==> src/rtl/core/stok_pkg.sv <==
// stok_pkg: shared types, codes and lookup functions for the source tokenizer
// used by stok_step, stok_outq and source_tokenizer_core; depends on nothing
package stok_pkg;

	localparam int LINE_BITS_DEF   = 16;
	localparam int COLUMN_BITS_DEF = 16;
	localparam int POS_OUT_BITS    = 16;
	localparam int MAX_RES         = 3;
	localparam int PREFIX_LEN      = 5;

	typedef enum logic [2:0] {
		MODE_IDLE,
		MODE_IDENT,
		MODE_NUMBER,
		MODE_STRING,
		MODE_ESCAPE,
		MODE_HALT
	} mode_t;

	typedef enum logic [1:0] {
		EV_VALUE,
		EV_DONE,
		EV_ERROR,
		EV_END
	} ev_t;

	typedef enum logic [2:0] {
		ERR_NONE,
		ERR_UNKNOWN,
		ERR_BAD_ESC,
		ERR_END_ESC,
		ERR_UNTERM
	} err_t;

	localparam logic [4:0] TT_IDENT   = 5'd0;
	localparam logic [4:0] TT_LET     = 5'd1;
	localparam logic [4:0] TT_IF      = 5'd2;
	localparam logic [4:0] TT_ELIF    = 5'd3;
	localparam logic [4:0] TT_ELSE    = 5'd4;
	localparam logic [4:0] TT_FN      = 5'd5;
	localparam logic [4:0] TT_USE     = 5'd6;
	localparam logic [4:0] TT_BOOL    = 5'd7;
	localparam logic [4:0] TT_NULL    = 5'd8;
	localparam logic [4:0] TT_LOOP    = 5'd9;
	localparam logic [4:0] TT_STR     = 5'd10;
	localparam logic [4:0] TT_NUM     = 5'd11;
	localparam logic [4:0] TT_OP_BASE = 5'd12;

	typedef logic [PREFIX_LEN-1:0][7:0] kw_prefix_t;

	typedef struct packed {
		ev_t                     ev;
		logic [4:0]              token_type;
		logic [7:0]              value_byte;
		err_t                    err;
		logic [POS_OUT_BITS-1:0] line;
		logic [POS_OUT_BITS-1:0] column;
	} res_t;

	typedef struct packed {
		res_t [MAX_RES-1:0] res;
		logic [1:0]         cnt;
	} bundle_t;

	function automatic res_t mk_res(ev_t ev, logic [4:0] tt, logic [7:0] val, err_t err,
			logic [POS_OUT_BITS-1:0] line, logic [POS_OUT_BITS-1:0] column);
		res_t r;
		r.ev         = ev;
		r.token_type = tt;
		r.value_byte = val;
		r.err        = err;
		r.line       = line;
		r.column     = column;
		return r;
	endfunction

	// operator token type, zero when the character is no operator
	function automatic logic [4:0] op_type(logic [7:0] c);
		logic [4:0] t;
		case (c)
			"=":     t = TT_OP_BASE;
			"+":     t = TT_OP_BASE + 5'd1;
			"-":     t = TT_OP_BASE + 5'd2;
			"*":     t = TT_OP_BASE + 5'd3;
			"/":     t = TT_OP_BASE + 5'd4;
			"(":     t = TT_OP_BASE + 5'd5;
			")":     t = TT_OP_BASE + 5'd6;
			"{":     t = TT_OP_BASE + 5'd7;
			"}":     t = TT_OP_BASE + 5'd8;
			"%":     t = TT_OP_BASE + 5'd9;
			">":     t = TT_OP_BASE + 5'd10;
			"<":     t = TT_OP_BASE + 5'd11;
			",":     t = TT_OP_BASE + 5'd12;
			default: t = TT_IDENT;
		endcase
		return t;
	endfunction

	// keyword lookup over the kept prefix; longer identifiers match nothing
	function automatic logic [4:0] kw_type(kw_prefix_t p, logic [2:0] len);
		logic [4:0] t;
		t = TT_IDENT;
		case (len)
			3'd2: begin
				if ({p[0], p[1]} == "if") t = TT_IF;
				else if ({p[0], p[1]} == "fn") t = TT_FN;
			end
			3'd3: begin
				if ({p[0], p[1], p[2]} == "let") t = TT_LET;
				else if ({p[0], p[1], p[2]} == "use") t = TT_USE;
			end
			3'd4: begin
				if ({p[0], p[1], p[2], p[3]} == "elif") t = TT_ELIF;
				else if ({p[0], p[1], p[2], p[3]} == "else") t = TT_ELSE;
				else if ({p[0], p[1], p[2], p[3]} == "true") t = TT_BOOL;
				else if ({p[0], p[1], p[2], p[3]} == "null") t = TT_NULL;
			end
			3'd5: begin
				if ({p[0], p[1], p[2], p[3], p[4]} == "false") t = TT_BOOL;
				else if ({p[0], p[1], p[2], p[3], p[4]} == "while") t = TT_LOOP;
			end
			default: t = TT_IDENT;
		endcase
		return t;
	endfunction

endpackage

==> src/rtl/core/stok_step.sv <==
// stok_step: tokenizer state (mode, keyword prefix, positions) and the
// single-pass logic that turns one character into a bundle of up to three results
// depends on stok_pkg
module stok_step #(
	parameter int LINE_BITS   = stok_pkg::LINE_BITS_DEF,
	parameter int COLUMN_BITS = stok_pkg::COLUMN_BITS_DEF
) (
	input  logic              clk,
	input  logic              arst_n,
	input  logic              fire,
	input  logic [7:0]        ch,
	output stok_pkg::bundle_t bundle
);
	import stok_pkg::*;

	mode_t                  mode_q, mode_d;
	kw_prefix_t             prefix_q, prefix_d;
	logic [2:0]             len_q, len_d;
	logic [LINE_BITS-1:0]   cur_line_q, start_line_q;
	logic [COLUMN_BITS-1:0] cur_col_q, start_col_q;

	logic [POS_OUT_BITS-1:0] cur_line_o, cur_col_o, st_line_o, st_col_o;

	logic       is_alpha, is_digit, is_space, is_zero, is_nl, is_quote, is_bslash;
	logic       is_op, ident_cont, esc_ok;
	logic [4:0] op_tt;
	logic [7:0] esc_val;

	mode_t      idle_mode;
	logic       idle_start;
	res_t [1:0] idle_res;
	logic [1:0] idle_cnt;

	logic take_idle, adv;

	assign is_alpha   = (ch inside {["a":"z"], ["A":"Z"]});
	assign is_digit   = (ch inside {["0":"9"]});
	assign is_space   = (ch == " ") || (ch inside {[8'd9:8'd13]});
	assign is_zero    = (ch == 8'd0);
	assign is_nl      = (ch == 8'd10);
	assign is_quote   = (ch == "\"");
	assign is_bslash  = (ch == "\\");
	assign op_tt      = op_type(ch);
	assign is_op      = (op_tt != TT_IDENT);
	assign ident_cont = is_alpha || is_digit || (ch == "_");
	assign esc_ok     = (ch == "n") || (ch == "t") || is_quote || is_bslash;
	assign esc_val    = (ch == "n") ? 8'd10 : ((ch == "t") ? 8'd9 : ch);

	// positions go out saturated to the port width
	if (LINE_BITS > POS_OUT_BITS) begin : g_line_wide
		assign cur_line_o = (|cur_line_q[LINE_BITS-1:POS_OUT_BITS]) ? '1
			: cur_line_q[POS_OUT_BITS-1:0];
		assign st_line_o = (|start_line_q[LINE_BITS-1:POS_OUT_BITS]) ? '1
			: start_line_q[POS_OUT_BITS-1:0];
	end else begin : g_line_narrow
		assign cur_line_o = POS_OUT_BITS'(cur_line_q);
		assign st_line_o  = POS_OUT_BITS'(start_line_q);
	end

	if (COLUMN_BITS > POS_OUT_BITS) begin : g_col_wide
		assign cur_col_o = (|cur_col_q[COLUMN_BITS-1:POS_OUT_BITS]) ? '1
			: cur_col_q[POS_OUT_BITS-1:0];
		assign st_col_o = (|start_col_q[COLUMN_BITS-1:POS_OUT_BITS]) ? '1
			: start_col_q[POS_OUT_BITS-1:0];
	end else begin : g_col_narrow
		assign cur_col_o = POS_OUT_BITS'(cur_col_q);
		assign st_col_o  = POS_OUT_BITS'(start_col_q);
	end

	// what a character does when seen between tokens
	always_comb begin
		idle_res   = '0;
		idle_cnt   = 2'd0;
		idle_mode  = MODE_IDLE;
		idle_start = !is_zero && !is_space;
		if (is_zero) begin
			idle_res[0] = mk_res(EV_END, TT_IDENT, 8'd0, ERR_NONE, cur_line_o, cur_col_o);
			idle_cnt    = 2'd1;
		end else if (is_space) begin
			idle_mode = MODE_IDLE;
		end else if (is_alpha) begin
			idle_mode   = MODE_IDENT;
			idle_res[0] = mk_res(EV_VALUE, TT_IDENT, ch, ERR_NONE, cur_line_o, cur_col_o);
			idle_cnt    = 2'd1;
		end else if (is_digit) begin
			idle_mode   = MODE_NUMBER;
			idle_res[0] = mk_res(EV_VALUE, TT_NUM, ch, ERR_NONE, cur_line_o, cur_col_o);
			idle_cnt    = 2'd1;
		end else if (is_quote) begin
			idle_mode = MODE_STRING;
		end else if (is_op) begin
			idle_res[0] = mk_res(EV_VALUE, op_tt, ch, ERR_NONE, cur_line_o, cur_col_o);
			idle_res[1] = mk_res(EV_DONE, op_tt, 8'd0, ERR_NONE, cur_line_o, cur_col_o);
			idle_cnt    = 2'd2;
		end else begin
			idle_mode   = MODE_HALT;
			idle_res[0] = mk_res(EV_ERROR, TT_IDENT, ch, ERR_UNKNOWN, cur_line_o, cur_col_o);
			idle_cnt    = 2'd1;
		end
	end

	// next state
	always_comb begin
		mode_d    = mode_q;
		prefix_d  = prefix_q;
		len_d     = len_q;
		take_idle = 1'b0;
		case (mode_q)
			MODE_IDENT: begin
				if (ident_cont) begin
					if (len_q < 3'd5) prefix_d[len_q] = ch;
					if (len_q < 3'd6) len_d = len_q + 3'd1;
				end else begin
					take_idle = 1'b1;
				end
			end
			MODE_NUMBER: begin
				if (!is_digit) take_idle = 1'b1;
			end
			MODE_STRING: begin
				if (is_zero) mode_d = MODE_HALT;
				else if (is_quote) mode_d = MODE_IDLE;
				else if (is_bslash) mode_d = MODE_ESCAPE;
			end
			MODE_ESCAPE: begin
				if (!is_zero && esc_ok) mode_d = MODE_STRING;
				else mode_d = MODE_HALT;
			end
			MODE_HALT: mode_d = MODE_HALT;
			default: take_idle = 1'b1;
		endcase
		if (take_idle) begin
			mode_d = idle_mode;
			if (is_alpha) begin
				prefix_d[0] = ch;
				len_d       = 3'd1;
			end
		end
	end

	assign adv = !is_zero && (mode_d != MODE_HALT);

	// results
	always_comb begin
		bundle = '0;
		case (mode_q)
			MODE_IDENT: begin
				if (ident_cont) begin
					bundle.res[0] = mk_res(EV_VALUE, TT_IDENT, ch, ERR_NONE, st_line_o, st_col_o);
					bundle.cnt    = 2'd1;
				end else begin
					bundle.res[0] = mk_res(EV_DONE, kw_type(prefix_q, len_q), 8'd0, ERR_NONE,
						st_line_o, st_col_o);
					bundle.res[1] = idle_res[0];
					bundle.res[2] = idle_res[1];
					bundle.cnt    = idle_cnt + 2'd1;
				end
			end
			MODE_NUMBER: begin
				if (is_digit) begin
					bundle.res[0] = mk_res(EV_VALUE, TT_NUM, ch, ERR_NONE, st_line_o, st_col_o);
					bundle.cnt    = 2'd1;
				end else begin
					bundle.res[0] = mk_res(EV_DONE, TT_NUM, 8'd0, ERR_NONE, st_line_o, st_col_o);
					bundle.res[1] = idle_res[0];
					bundle.res[2] = idle_res[1];
					bundle.cnt    = idle_cnt + 2'd1;
				end
			end
			MODE_STRING: begin
				if (is_zero) begin
					bundle.res[0] = mk_res(EV_ERROR, TT_IDENT, ch, ERR_UNTERM, cur_line_o, cur_col_o);
					bundle.cnt    = 2'd1;
				end else if (is_quote) begin
					bundle.res[0] = mk_res(EV_DONE, TT_STR, 8'd0, ERR_NONE, st_line_o, st_col_o);
					bundle.cnt    = 2'd1;
				end else if (!is_bslash && !is_nl) begin
					// newline inside a string is dropped from the value
					bundle.res[0] = mk_res(EV_VALUE, TT_STR, ch, ERR_NONE, st_line_o, st_col_o);
					bundle.cnt    = 2'd1;
				end
			end
			MODE_ESCAPE: begin
				if (is_zero) begin
					bundle.res[0] = mk_res(EV_ERROR, TT_IDENT, ch, ERR_END_ESC, cur_line_o, cur_col_o);
				end else if (esc_ok) begin
					bundle.res[0] = mk_res(EV_VALUE, TT_STR, esc_val, ERR_NONE,
						st_line_o, st_col_o);
				end else begin
					bundle.res[0] = mk_res(EV_ERROR, TT_IDENT, ch, ERR_BAD_ESC, cur_line_o, cur_col_o);
				end
				bundle.cnt = 2'd1;
			end
			MODE_HALT: bundle.cnt = 2'd0;
			default: begin
				bundle.res[0] = idle_res[0];
				bundle.res[1] = idle_res[1];
				bundle.cnt    = idle_cnt;
			end
		endcase
	end

	always_ff @(posedge clk or negedge arst_n) begin
		if (!arst_n) begin
			mode_q       <= MODE_IDLE;
			len_q        <= 3'd0;
			cur_line_q   <= '0;
			cur_col_q    <= '0;
			start_line_q <= '0;
			start_col_q  <= '0;
		end else if (fire) begin
			mode_q <= mode_d;
			len_q  <= len_d;
			if (take_idle && idle_start) begin
				start_line_q <= cur_line_q;
				start_col_q  <= cur_col_q;
			end
			if (adv) begin
				if (is_nl) begin
					if (cur_line_q != '1) cur_line_q <= cur_line_q + 1'b1;
					cur_col_q <= '0;
				end else if (cur_col_q != '1) begin
					cur_col_q <= cur_col_q + 1'b1;
				end
			end
		end
	end

	// keyword prefix only ever read where the current identifier wrote it
	always_ff @(posedge clk) begin
		if (fire) prefix_q <= prefix_d;
	end

endmodule

==> src/rtl/core/stok_outq.sv <==
// stok_outq: result register holding one bundle and handing its results out
// one per cycle while out_ready is high on the output handshake; depends on stok_pkg
module stok_outq (
	input  logic              clk,
	input  logic              arst_n,
	input  logic              load,
	input  stok_pkg::bundle_t bundle_in,
	input  logic              out_ready,
	output logic              out_valid,
	output stok_pkg::res_t    res,
	output logic              last,
	output logic              free
);
	import stok_pkg::*;

	res_t [MAX_RES-1:0] res_q;
	logic [1:0]         cnt_q;
	logic [1:0]         idx_q;

	assign out_valid = (cnt_q != 2'd0);
	assign last      = (idx_q == cnt_q - 2'd1);
	assign res       = res_q[idx_q];
	// free when empty or once the final result of the held bundle leaves
	assign free      = !out_valid || (out_ready && last);

	always_ff @(posedge clk or negedge arst_n) begin
		if (!arst_n) begin
			cnt_q <= 2'd0;
			idx_q <= 2'd0;
		end else if (load) begin
			cnt_q <= bundle_in.cnt;
			idx_q <= 2'd0;
		end else if (out_valid && out_ready) begin
			if (last) cnt_q <= 2'd0;
			else idx_q <= idx_q + 2'd1;
		end
	end

	always_ff @(posedge clk) begin
		if (load) res_q <= bundle_in.res;
	end

endmodule

==> src/rtl/core/source_tokenizer_core.sv <==
// source_tokenizer_core: top level of the streaming tokenizer
// input register, stok_step (state and result logic), stok_outq (result register)
// depends on stok_pkg
//
//  channel  signals                  direction  payload
//  in       in_valid / in_ready      into block ch
//  out      out_valid / out_ready    from block event_res token_type value_byte
//                                               error_code token_line token_column last
//
// a character is taken into the input register, then decoded
// against the mode and keyword prefix into a bundle of zero to three results
// results leave one per cycle while out_ready is high, and the result register is the limit;
// whitespace between tokens and opening quotes give no results and never wait for it
// arst_n clears mode, identifier length and all position counters
// out_ready low holds the bundle and backs up in_ready once the input register holds a character with results
module source_tokenizer_core #(
	parameter int LINE_BITS   = stok_pkg::LINE_BITS_DEF,
	parameter int COLUMN_BITS = stok_pkg::COLUMN_BITS_DEF
) (
	input  logic        clk,
	input  logic        arst_n,
	input  logic        in_valid,
	output logic        in_ready,
	input  logic [7:0]  ch,
	output logic        out_valid,
	input  logic        out_ready,
	output logic [1:0]  event_res,
	output logic [4:0]  token_type,
	output logic [7:0]  value_byte,
	output logic [2:0]  error_code,
	output logic [15:0] token_line,
	output logic [15:0] token_column,
	output logic        last
);
	import stok_pkg::*;

	logic [7:0] ch_s1;
	logic       vld_s1;
	logic       proc, load, free;
	bundle_t    bundle;
	res_t       res;

	// a character with no results never waits for the result register
	assign proc     = vld_s1 && (free || (bundle.cnt == 2'd0));
	assign load     = proc && (bundle.cnt != 2'd0);
	assign in_ready = !vld_s1 || proc;

	always_ff @(posedge clk or negedge arst_n) begin
		if (!arst_n) begin
			vld_s1 <= 1'b0;
		end else if (in_valid && in_ready) begin
			vld_s1 <= 1'b1;
		end else if (proc) begin
			vld_s1 <= 1'b0;
		end
	end

	always_ff @(posedge clk) begin
		if (in_valid && in_ready) ch_s1 <= ch;
	end

	stok_step #(
		.LINE_BITS   (LINE_BITS),
		.COLUMN_BITS (COLUMN_BITS)
	) u_step (
		.clk    (clk),
		.arst_n (arst_n),
		.fire   (proc),
		.ch     (ch_s1),
		.bundle (bundle)
	);

	stok_outq u_outq (
		.clk       (clk),
		.arst_n    (arst_n),
		.load      (load),
		.bundle_in (bundle),
		.out_ready (out_ready),
		.out_valid (out_valid),
		.res       (res),
		.last      (last),
		.free      (free)
	);

	assign event_res    = res.ev;
	assign token_type   = res.token_type;
	assign value_byte   = res.value_byte;
	assign error_code   = res.err;
	assign token_line   = res.line;
	assign token_column = res.column;

`ifndef NO_ASSERTIONS
	// an error halts the block, nothing follows it
	a_halt_after_error: assert property (@(posedge clk) disable iff (!arst_n)
		out_valid && out_ready && (event_res == EV_ERROR) |=> !out_valid)
		else $error("result after error");

	a_error_last: assert property (@(posedge clk) disable iff (!arst_n)
		out_valid && (event_res == EV_ERROR) |-> last)
		else $error("error not last of its bundle");

	a_end_last: assert property (@(posedge clk) disable iff (!arst_n)
		out_valid && (event_res == EV_END) |-> last && (value_byte == 8'd0))
		else $error("end of input not last or carries a value");

	a_done_clean: assert property (@(posedge clk) disable iff (!arst_n)
		out_valid && (event_res == EV_DONE) |-> (value_byte == 8'd0) && (error_code == ERR_NONE))
		else $error("token done carries value or error");
`endif

endmodule
==> config.mk <==
export PLATFORM = sky130hd
export DESIGN_NAME = source_tokenizer_core
export DESIGN_NICKNAME = d
export VERILOG_FILES = /design/src/rtl/core/stok_pkg.sv /design/src/rtl/core/stok_step.sv /design/src/rtl/core/stok_outq.sv /design/src/rtl/core/source_tokenizer_core.sv
export SDC_FILE = /design/constraint.sdc
export NUM_CORES = 1
export LEC_CHECK = 0
export BUFFER_PORTS_ARGS = -buffer_cell sky130_fd_sc_hd__buf_2
export CORE_AREA = 2 2 205 187
export CTS_CLUSTER_DIAMETER = 30
export CTS_CLUSTER_SIZE = 20
export DETAILED_ROUTE_END_ITERATION = 10
export DIE_AREA = 0 0 207 189
export PLACE_DENSITY_LB_ADDON = 0.2
export SLEW_MARGIN = 20
export SYNTH_ARGS = -nofsm -noshare
export SYNTH_HDL_FRONTEND = slang
export SYNTH_SLANG_ARGS = --single-unit
==> constraint.sdc <==
create_clock -name clk -period 9.4 [get_ports clk]
set_input_delay 2.82 -clock clk [delete_from_list [all_inputs] [get_ports clk]]
set_output_delay 2.82 -clock clk [all_outputs]
set_load 0.02 [all_outputs]
## Word level (Yosys, flattened, before mapping)

Index checks and enable logic that the tools add are counted.

- Word-level logic and storage cells: 230
- Memories: 0
- Bits in registers: 273
- Memory bits (read-only): 0
- Input bits: 12
- RAM bits: 0
- Output and inout bits: 53
- Bits in latches: 0

- Eq/ne operators: 44
- Bitwise gates (word level): 0
- Shifts and indexed selects: 0
- Mux-type cells: 87
- Multiply operators: 0
- Reduce and logical (&&, ||, !) cells: 47
- Div/mod/pow operators: 0
- Add/subtract/negate cells: 6
- Magnitude comparators: 13

Operators by type and width:

| operator | number |
|---|---|
| $mux W100 | 8 |
| $mux W50 | 10 |
| $pmux W50 S5 | 1 |
| $mux W51 | 3 |
| $pmux W50 S3 | 1 |
| $eq A32 B31 Y1 const B | 4 |
| $eq A8 B6 Y1 const B | 13 |
| $bmux W50 S2 | 1 |
| $pmux W50 S2 | 1 |
| $mux W49 | 2 |
| $eq A40 B39 Y1 const B | 2 |
| $pmux W5 S13 | 1 |
| $mux W8 | 8 |
| $mux W3 | 18 |
| $mux W52 | 1 |
| $eq A24 B23 Y1 const B | 2 |
| $eq A8 B7 Y1 const B | 6 |
| $bwmux W40 | 1 |
| $add A16 B1 Y16 const B | 2 |
| $eq A16 B15 Y1 const B | 2 |
| $mux W16 | 2 |
| $ne A16 B16 Y1 const B | 2 |
| $mux W5 | 5 |
| $demux W8 S3 | 1 |
| 38 further kinds | 100 |

## Depth between registers and ports, before layout

- Word-level depth: 18
- Mapped depth: 12
- Mapped depth without buffers: 11

## Hierarchy

From an unflattened synthesis, not the netlist that was laid out.

- Cell total of the unflattened synthesis: 1129
- Area, all modules: 13523.0 µm²

By module, submodules not included:

| module | cells each | area each (µm²) | sequential area each (µm²) | instances |
|---|---|---|---|---|
| stok_step | 769 | 7354.6 | 2952.8 | 1 |
| stok_outq | 345 | 5858.1 | 4604.4 | 1 |
| source_tokenizer_core | 15 | 310.3 | 265.3 | 1 |

## Least setup slack after synthesis

Ideal clock, no wire load.

- Path kind: input -> register
- Start point: input out_ready
- End point: register u_outq.cnt_q[0]
- Data arrival time: 10.355 ns
- Library setup time: 0.126 ns
- Path buffers: 0
- Setup slack: -1.081 ns
- Data required time: 9.274 ns
- Stages: 6
- Path through: nand2_1 -> nand2_1 -> nand3_1 -> a21oi_1 -> a31oi_1 -> a22o_1

- Word-level cells in the longest chain between the ends: 7
- Elaborated cells between the ends (all ways): 10
- Those cells by class: 1 x mux; 9 x reduce/logical

RTL lines:

| element | RTL line | text |
|---|---|---|
| start: declaration | source_tokenizer_core.sv:26 | `input logic out_ready,` |
| $logic_and A1 B1 Y1 * | stok_outq.sv:24 | `assign free = !out_valid \|\| (out_ready && last);` |
| $logic_or A1 B1 Y1 * | stok_outq.sv:24 |  |
| $logic_or A1 B1 Y1 * | source_tokenizer_core.sv:44 | `assign proc = vld_s1 && (free \|\| (bundle.cnt == 2'd0));` |
| $logic_and A1 B1 Y1 * | source_tokenizer_core.sv:44 |  |
| $logic_and A1 B1 Y1 * | source_tokenizer_core.sv:45 | `assign load = proc && (bundle.cnt != 2'd0);` |
| via load | source_tokenizer_core.sv:39 | `logic proc, load, free;` |
| $reduce_bool A2 Y1 (no line) | - |  |
| $reduce_and A2 Y1 (no line) | - |  |
| end signal: assignment | stok_outq.sv:31 | `cnt_q <= bundle_in.cnt;` |
| end: declaration | stok_outq.sv:17 | `logic [1:0] cnt_q;` |

The timed path passes the listed nets; every way through them passes the cells marked *.
A chain may end at the register's enable or synchronous reset.

## Worst setup path after layout

- Start point: input out_ready
- End point: output in_ready

- Word-level cells in the longest chain between the ends: 5

RTL lines:

| element | RTL line | text |
|---|---|---|
| $logic_and A1 B1 Y1 | stok_outq.sv:24 |  |
| $logic_or A1 B1 Y1 | stok_outq.sv:24 |  |
| $logic_or A1 B1 Y1 | source_tokenizer_core.sv:44 |  |
| $logic_and A1 B1 Y1 | source_tokenizer_core.sv:44 |  |
| $logic_or A1 B1 Y1 | source_tokenizer_core.sv:46 | `assign in_ready = !vld_s1 \|\| proc;` |
| end: declaration | source_tokenizer_core.sv:23 | `output logic in_ready,` |

No other way between the ends.

==> run summary <==
Register area: 7400 um^2
Max Slew Vio Count: 0
FF-to-FF End: u_step.prefix_q[14]$_DFFE_PP_
Clk sinks: 259
Area of the multi-input gates: 5060 um^2
Fin nets: 1192
Tcrit/Tclk final: 70.9%
Hold-fix buffer count after cts: 0
DRT Wirelength: 32600 um
DR WL/cell: 19.1 um
DP Cell Count: 1588
Final ANT Viol Nets: 0
Grt ovf: 0
Residual DRC count: 0
DR vias/cell: 5.35
Synth area leader: edfxtp_1
First-pass detailed-route iteration total: 5
RePlAce Congestion: 0.899
Initial drt markers: 658
Worst slew pin tran: 1090 ps
Worst R2R Start: ch_s1[6]$_DFFE_PP_
Max Cap Viol: 0
Clock latency on the worst-skew pair: 610 ps
WS Path Type: input port to output pin
Commonest non-fill, non-tap cells in the layout: 184 x edfxtp_1, 90 x nand2_1, 73 x dfrtp_1
Syn_area_per_cell: 11.7 um^2
Fill cells: 3413
Pin count of the biggest net entering global routing: 77
Final Non-Filler Cells: 1703
Crit path required time: 6580 ps
Register area share after synthesis: 57.7%
Worst setup EP type: output pin
Post-Route Skew: 26.0 ps
Total CTS buffers: 61
Die Height: 189 um
DP Wirelength: 19900 um
Initial antenna violation count: 0
Synth cell types: 83
Cells after Synth: 1095
Min-delay src: u_step.st_col_o[5]$_DFFE_PN0P_
Synth Register Bits: 259
Share of cells above drive strength 1: 21.2%
Root Buffer: clkbuf_16
Maximum buffer depth of the clock tree: 3
EDFF count, synth: 184
RSZ-0062 raised after global routing: false
CTS tree: built
Post_cts resized: 0
Period minus WS final: 6670 ps
R2R Setup Slk: 4750 ps
Worst Setup SP: out_ready
Die footprint: 39100 um^2
Hold WC Path Type: flip-flop to flip-flop
Reg clk slew, reported paths: 40 ps
Slew margin rel.: 27.5%
Post-synth top flop: edfxtp_1
Setup WS pre-CTS: 2770 ps
Synthesized area: 12800 um^2
First-pass GRT wire length: 51800 um
Gr usage total: 16.8%
Synth-to-layout area growth: 22.9%
Top-Level Pins: 65
Htree depth: 2
Yosys top cell area share: 43.1%
Synth area leaders: edfxtp_1 43%, dfrtp_1 15%, mux2i_1 4.1%
Lkg Pwr: 6.05 nW
Setup Buffers After CTS: 0
N_diodes: 0
YS warnings: 0
Max Freq: 150 MHz
Setup violators final: 0
Total Power: 6.36 mW
Worst r2r path cells: 9
Crit path max fanout: 3
Setup ws final: 2730 ps
Max rail drop VDD: 266 uV
Core area: 36900 um^2
Startpoint Class: input port
Fin Setup TNS: 0 ps
Hold path depth: 1
Initial Util: 34.8%
# port buffers: 64
Syn nets: 1119
Async set or reset register ratio after synthesis: 29.0%
Die width: 207 um
Fin. Hold Viols: 0
Pwr Density: 404 nW/um^2
Vias: 9106
Vias in the first global route: 8951
Most common cell after layout, fill and taps aside: edfxtp_1
Status: complete, no violations
Hold endpoint: u_step.st_col_o[5]$_DFFE_PN0P_
Standard-cell rows: 67
Crit path DAT: 3850 ps
[area by class of cell]
class                      instances  area share [%]
multi-input combinational        740            32.1
clock inverter                    42            3.45
timing repair buffer              84            3.00
sequential                       259            47.0
inverter                          22           0.524
tap                              483            3.83
clock buffer                      73            10.2
[power breakdown]
group / switching (mW) / leakage (nW) / internal (mW)
clock network: 0.663 / 1.03 / 1.51
logic: 1.51 / 2.35 / 0.693
registers: 0.220 / 2.68 / 1.77
total: 2.39 / 6.05 / 3.97
[registers in the layout (all words and copies together) (netlist names), 3 cells and up]
register / count
u_step.len_q: 3
u_step.st_line_o: 16
u_step.cur_col_o: 16
ch_s1: 8
u_step.mode_q: 3
u_step.st_col_o: 16
u_outq.res_q: 136
u_step.cur_line_o: 16
u_step.prefix_q: 40
[layer usage]
layer / part of all wire, % / up-vias / global-route usage (%)
met5: 0 / - / 0
met4: 2.1 / 0 / 5.41
met3: 5.8 / 60 / 3.67
met2: 44 / 257 / 25.4
met1: 48 / 4513 / 23.9
li1: - / 4276 / -
[logic make-up (layout without fill, tap and decap cells)]
family / after synthesis / after routing / share of synthesized area, %
adder cells (fa/ha/maj): 12 / 12 / 1.17
AO/OA/AOI/OAI: 190 / 190 / 10.9
AND/OR/NAND/NOR: 428 / 428 / 18.3
flip-flops: 259 / 259 / 57.7
buffers and inverters: 96 / 221 / 3.14
multiplexers: 92 / 92 / 7.57
XOR/XNOR: 18 / 18 / 1.23
[cells in the mapped netlist (all sizes together) (3+ instances only)]
| cell type | number |
|---|---|
| a211oi | 4 |
| a21o | 5 |
| a21oi | 18 |
| a22o | 37 |
| a31oi | 13 |
| a41oi | 4 |
| and2 | 58 |
| and3 | 23 |
| and3b | 3 |
| and4b | 3 |
| buf | 21 |
| clkbuf | 53 |
| dfrtp | 75 |
| edfxtp | 184 |
| ha | 12 |
| inv | 22 |
| mux2 | 40 |
| mux2i | 52 |
| nand2 | 90 |
| nand2b | 14 |
| nand3 | 33 |
| nand3b | 12 |
| nand4 | 11 |
| nand4b | 7 |
| nor2 | 69 |
| nor2b | 10 |
| nor3 | 37 |
| nor3b | 6 |
| nor4 | 22 |
| nor4b | 3 |
| o211a | 3 |
| o211ai | 4 |
| o21ai | 60 |
| o22ai | 12 |
| o31ai | 3 |
| o41ai | 9 |
| or2 | 7 |
| or3 | 3 |
| or4 | 6 |
| xnor2 | 7 |
| xor2 | 11 |
[critical path: stages]
cell	delay (ps)
buf_2	110
nand2_1	50
nand2_1	130
a211oi_2	270
nand2_1	230
buf_2	230
[worst max path at each step]
| stage | slack [ps] | endpoint | depth (start not counted) |
|---|---|---|---|
| after floorplan | 2020 | u_outq.cnt_q[0]$_DFFE_PN0P_ | 6 |
| after global placement | 2770 | in_ready | 6 |
| after detailed placement | 2770 | in_ready | 6 |
| after CTS | 2760 | in_ready | 6 |
| after global routing | 2690 | in_ready | 6 |
| final | 2730 | in_ready | 6 |
[through the flow]
| step | util, % | hold WS, ps | area [um^2] |
|---|---|---|---|
| after global placement | 36.9 | 487 | 13600 |
| after CTS | 42.7 | 503 | 15800 |
| after detailed placement | 36.9 | 494 | 13600 |
| final | 42.8 | 502 | 15800 |
| after global routing | 42.8 | 511 | 15800 |
| after floorplan | - | 466 | 12800 |
Note: power is estimated with default switching activity, not from simulation.
